[config.mk]
export PLATFORM = sky130hd
export DESIGN_NAME = gbnms_iou
export DESIGN_NICKNAME = d
export VERILOG_FILES = /design/src/hdl/gbnms_pkg.sv /design/src/hdl/gbnms_iou.sv
export SDC_FILE = /design/constraint.sdc
export NUM_CORES = 2
export LEC_CHECK = 0
export BUFFER_PORTS_ARGS = -buffer_cell sky130_fd_sc_hd__clkbuf_2
export CAP_MARGIN = 30
export CORE_ASPECT_RATIO = 0.9
export CORE_MARGIN = 2
export CORE_UTILIZATION = 50
export DETAILED_ROUTE_END_ITERATION = 6
export MAX_ROUTING_LAYER = met4
export PLACE_DENSITY = 0.78
export REMOVE_ABC_BUFFERS = 1
export SETUP_SLACK_MARGIN = 0.05
export SKIP_CTS_REPAIR_TIMING = 1
export SYNTH_ARGS = -nofsm -noshare
export SYNTH_HDL_FRONTEND = slang
export SYNTH_SLANG_ARGS = --single-unit
[constraint.sdc]
create_clock -name clk -period 11.35 [get_ports clk]
set_input_delay 0.5675 -clock clk [delete_from_list [all_inputs] [get_ports clk]]
set_output_delay 0.5675 -clock clk [all_outputs]
set_load 0.01 [all_outputs]
[src/hdl/gbnms_pkg.sv]
package gbnms_pkg;

  // Configuration register indexes
  localparam logic REG_IOU_THRESHOLD  = 1'b0;
  localparam logic REG_CLASS_AGNOSTIC = 1'b1;

  localparam logic [15:0] IOU_THRESHOLD_RESET = 16'd29491;  // 0.45 in Q0.16

  // One stored table entry
  typedef struct packed {
    logic [7:0]  label;
    logic [29:0] area;
    logic [14:0] height;
    logic [14:0] width;
    logic [15:0] top;
    logic [15:0] left;
  } kept_t;

  // Box under test plus the settings that apply to it
  typedef struct packed {
    kept_t       box;
    logic [15:0] thr;
    logic        agnostic;
  } cur_t;

  // Sequencer to compare unit
  typedef struct packed {
    logic clear;
    logic issue;
  } iou_ctl_t;

  // Compare unit to sequencer
  typedef struct packed {
    logic busy;
    logic suppress;
  } iou_sts_t;

endpackage

[src/hdl/gbnms_iou.sv]
module gbnms_iou
  import gbnms_pkg::*;
(
  input  logic     clk,
  input  logic     rst,
  input  iou_ctl_t ctl,
  input  cur_t     cur,
  input  kept_t    kept,   // table read data, valid in the cycle after issue
  output iou_sts_t sts
);

  logic v1, va, vb, vc, vd, ve;
  logic suppress;

  // stage A: edges of the overlap rectangle
  logic signed [17:0] c_r, c_b, k_r, k_b, x2_n, y2_n;
  logic signed [15:0] x1_n, y1_n;
  logic signed [15:0] x1_a, y1_a;
  logic signed [17:0] x2_a, y2_a;
  logic               match_a;
  logic [29:0]        karea_a;

  // stage B: clamped extents
  logic signed [18:0] dx_n, dy_n;
  logic [14:0]        dx_b, dy_b;
  logic               match_b;
  logic [29:0]        karea_b;

  // stage C: intersection
  logic [29:0] inter_c;
  logic        match_c;
  logic [29:0] karea_c;

  // stage D: union
  logic [30:0] uni_d;
  logic [29:0] inter_d;
  logic        match_d;

  // stage E: threshold times union
  logic [46:0] prod_e;
  logic [29:0] inter_e;
  logic        match_e;

  always_comb begin
    c_r = {{2{cur.box.left[15]}}, cur.box.left} + {3'b000, cur.box.width};
    c_b = {{2{cur.box.top[15]}}, cur.box.top} + {3'b000, cur.box.height};
    k_r = {{2{kept.left[15]}}, kept.left} + {3'b000, kept.width};
    k_b = {{2{kept.top[15]}}, kept.top} + {3'b000, kept.height};
    x1_n = ($signed(cur.box.left) > $signed(kept.left)) ? cur.box.left : kept.left;
    y1_n = ($signed(cur.box.top) > $signed(kept.top)) ? cur.box.top : kept.top;
    x2_n = (c_r < k_r) ? c_r : k_r;
    y2_n = (c_b < k_b) ? c_b : k_b;
    dx_n = {x2_a[17], x2_a} - {{3{x1_a[15]}}, x1_a};
    dy_n = {y2_a[17], y2_a} - {{3{y1_a[15]}}, y1_a};
  end

  always_ff @(posedge clk) begin
    // A
    x1_a    <= x1_n;
    y1_a    <= y1_n;
    x2_a    <= x2_n;
    y2_a    <= y2_n;
    match_a <= cur.agnostic || (kept.label == cur.box.label);
    karea_a <= kept.area;
    // B: a non-positive extent means no overlap at all
    if (dx_n > 19'sd0 && dy_n > 19'sd0) begin
      dx_b <= dx_n[14:0];
      dy_b <= dy_n[14:0];
    end else begin
      dx_b <= '0;
      dy_b <= '0;
    end
    match_b <= match_a;
    karea_b <= karea_a;
    // C
    inter_c <= dx_b * dy_b;
    match_c <= match_b;
    karea_c <= karea_b;
    // D
    uni_d   <= {1'b0, cur.box.area} + {1'b0, karea_c} - {1'b0, inter_c};
    inter_d <= inter_c;
    match_d <= match_c;
    // E
    prod_e  <= cur.thr * uni_d;
    inter_e <= inter_d;
    match_e <= match_d;
  end

  always_ff @(posedge clk) begin
    if (rst) begin
      v1 <= 1'b0;
      va <= 1'b0;
      vb <= 1'b0;
      vc <= 1'b0;
      vd <= 1'b0;
      ve <= 1'b0;
      suppress <= 1'b0;
    end else begin
      v1 <= ctl.issue;
      va <= v1;
      vb <= va;
      vc <= vb;
      vd <= vc;
      ve <= vd;
      if (ctl.clear) begin
        suppress <= 1'b0;
      end else if (ve && match_e && ({1'b0, inter_e, 16'h0000} > prod_e)) begin
        suppress <= 1'b1;
      end
    end
  end

  assign sts.busy     = v1 | va | vb | vc | vd | ve;
  assign sts.suppress = suppress;

endmodule

==> metrics.md <==
| Metric | Value |
|---|---|
| Final setup viols | 0 |
| Global-route wire length before repair | 154 mm |
| Worst-path fanout max | 16 |
| Initial antenna violation count | 6 |
| Dpl hpwl | 74.2 mm |
| Reg2reg setup slack | 3960 ps |
| Placed cell count | 5561 |
| Relative slew slack | 36.3% |
| Main synth FF type | dfxtp_1 |
| Delay-heaviest family, CP | adder cells |
| Horiz. Die Dim | about 300 µm |
| Hold path endpoint | karea_a[6] |
| Synth cell types | 76 |
| Total Routing Usage GR | 23.5% |
| Crit path DAT | 7880 ps |
| Starting DRT DRC Count | 1787 |
| Final Hold Vio Count | 0 |
| Final Skew | 34.0 ps |
| FP Rows | 98 |
| Final cell utilization of the core | 55.1% |
| Worst reg2reg path depth | 21 |
| Gate count after technology mapping | between 4000 and 5000 |
| Crit-path cells | nand2_1 > fa_1 > fa_1 > fa_1 > inv_1 > fa_1 > fa_1 > inv_1 > fa_1 > inv_1 > ha_1 > a21oi_1 > o21a_1 > o22ai_1 > o31ai_1 > o311a_1 > a311oi_1 > o41ai_1 > nand2b_1 > a21oi_1 > xnor2_1 |
| CP Data Required Time | 11830 ps |
| Vias in the first global route | between 30000 and 40000 |
| Worst Max-Slew Pin Slew | 954 ps |
| Hold Path Class | input port to register |
| Slowest CP cell | dfxtp_1 |
| Syn Area/Cell | roughly 9.2 µm² |
| Final worst-path cycle share | 65.1% |
| Max-cap violation count | 0 |
| Critical path buffer and inverter count | 3 |
| Slew Viols, Final | 0 |
| Number of clock sinks | 366 |
| Core ar. | 0.0798 mm² |
| CP Class | register to register |
| Max H-tree Level | 2 |
| DRC Markers | 0 |
| Count leader, synth | inv_1 |
| I/O pin total | roughly 220 |
| Post-synth EDFFs | 0 |
| Crit path time final | 7390 ps |
| Synth top cells by count | inv_1 (895), fa_1 (607), nand2_1 (500) |
| Post-Layout Cell Count | roughly 5600 |
| RePlAce Congestion | 0.899 |
| CTS Buffer Depth | 3 |
| Num CTS Buffers | 41 |
| Port bufs | 222 |
| Seq cells post-synth | 366 |
| Post-Syn Area | 0.0404 mm² |
| Clock Latency Late Sink | 580 ps |
| Routed WL | 92.1 mm |
| YS warnings | 0 |
| Fillers | between 6000 and 7000 |
| WL/cell | roughly 16 µm |
| Most frequent CP cell | fa_1 |
| Worst Setup Start Kind | register |
| Detail Route Antenna Nets | 0 |
| CTS tree | yes |
| Full die area | 0.0832 mm² |
| Root buf cell | clkbuf_16 |
| Nets | slightly below 6000 |
| Via Count | 29900 |
| Vias/cell | between 5 and 6 |
| Status | complete, no violations |
| Crit-path max cell delay | 940 ps |
| Setup TNS | 0 ps |
| Synth top area share | 30.0% |
| Ranking of synthesized cells by area | fa_1 (30%), dfxtp_1 (18%), ha_1 (13%) |
| Die height | 274 µm |
| Hold path cells | 1 |
| Global route overflow | 0 |
| FF-to-FF Start | uni_d[15] |
| Pin count of the biggest net entering global routing | 32 |
| Post-synthesis sequential area ratio | 18.1% |
| Area Growth Syn to Fin | 8.65% |
| RSZ-0062 raised after global routing | false |
| Detailed Routing Iterations Pass 1 | 5 |
| Layout cells sized above 1 | 8.01% |
| RR Endpoint | prod_e[43] |
| Ys async rst share | 0% |
| HP Start | kept[68] |
| Crit path capture type | register |
| Cell taking the most area after synthesis | fa_1 |
| Clk pin slew, worst setup/hold paths | roughly 60 ps |
| Initial Utilization | 50.7% |
| Fmax achieved | around 0.14 GHz |
## area by class of cell
class / count / area [µm²] / share of cell area, %
tap: 1050 / 1310 / 2.99
antenna: 3 / 7.51 / 0.0171
timing repair buffer: 238 / 1230 / 2.81
sequential: 366 / 7330 / 16.7
clock inverter: 25 / 349 / 0.794
inverter: 895 / 3360 / 7.64
clock buffer: 48 / 1100 / 2.51
multi-input combinational: 3012 / 29300 / 66.6
## logic make-up (layout without fill, tap and decap cells)
kind of cell,Yosys count,in the layout,synth area share (%)
AOI/OAI and AO/OA,565,565,9.21
DFF,366,366,18.1
muxes,54,54,1.44
other,0,3,0
adders and majority gates,1039,1039,43.4
and+or+nand+nor,1180,1180,14.5
buffers and inverters,1031,1206,9.61
xor gates and xnor gates,174,174,3.77
## worst reg2reg max path, stage by stage, from the launching register on
cell and delay (ps):
dfxtp_1 940, nand2_1 200, fa_1 560, fa_1 520
fa_1 510, inv_1 50, fa_1 480, fa_1 500
inv_1 60, fa_1 480, inv_1 40, ha_1 370
a21oi_1 200, o21a_1 170, o22ai_1 110, o31ai_1 560
o311a_1 350, a311oi_1 170, o41ai_1 610, nand2b_1 110
a21oi_1 190, xnor2_1 140
## worst max path at each step
stage                     cells after the start         end      start  slack [ps]
after floorplan                              22  prod_e[42]     cur[5]        5190
after global routing                         23  prod_e[43]   uni_d[7]        3630
after CTS                                    23  prod_e[43]   uni_d[7]        4030
final                                        21  prod_e[43]  uni_d[15]        3960
after detailed placement                     22  prod_e[43]     cur[2]        3790
after global placement                       19  prod_e[45]     cur[2]        3900
## placed cells by master (no fill, tap or decap), drive strengths merged, types with 17 or more instances in the layout
master,synthesis,final
nor3,52,52
a21o,96,96
and3,18,18
mux2,34,34
nand4,34,34
nor2,103,103
nor3b,17,17
a221oi,19,19
fa,607,607
nand2b,26,26
a21oi,159,159
mux2i,20,20
dfxtp,366,366
o21ai,83,83
inv,895,899
o22ai,18,18
o21a,35,35
and2,310,310
clkbuf,128,270
nand2,500,500
xor2,49,49
a31oi,24,24
o21bai,24,24
xnor2,125,125
ha,432,432
nor2b,27,27
nand3,42,42
## flip-flops by register name, summed over array words and instances (netlist names), 15 cells and up
signal,flops
x1_a,16
karea_a,30
inter_d,30
prod_e,47
uni_d,31
x2_a,17
inter_e,30
y2_a,17
karea_b,30
y1_a,16
dy_b,15
karea_c,30
inter_c,30
dx_b,15
## layer usage
| layer | share of wire (%) | track usage (%) | up-vias |
|---|---|---|---|
| met3 | 9.4 | 5.72 | 170 |
| li1 | - | - | 14100 |
| met1 | 42 | 29.0 | 14500 |
| met2 | 46 | 38.2 | 1114 |
| met4 | 2.8 | 6.93 | 0 |
| met5 | 0 | - | - |
## through the flow
stage	hold WS, ps	worst slack, ps	cell area (µm²)
4_1_cts	62.7	4030	43900
3_3_place_gp	310	3900	42500
2_1_floorplan	310	5190	39900
5_1_grt	68.5	3630	43900
6_report	90.7	3960	43900
3_5_place_dp	312	3790	42500
Power is not shown: default switching activity piles up to over one toggle a cycle in this logic, so the estimate is an artifact.
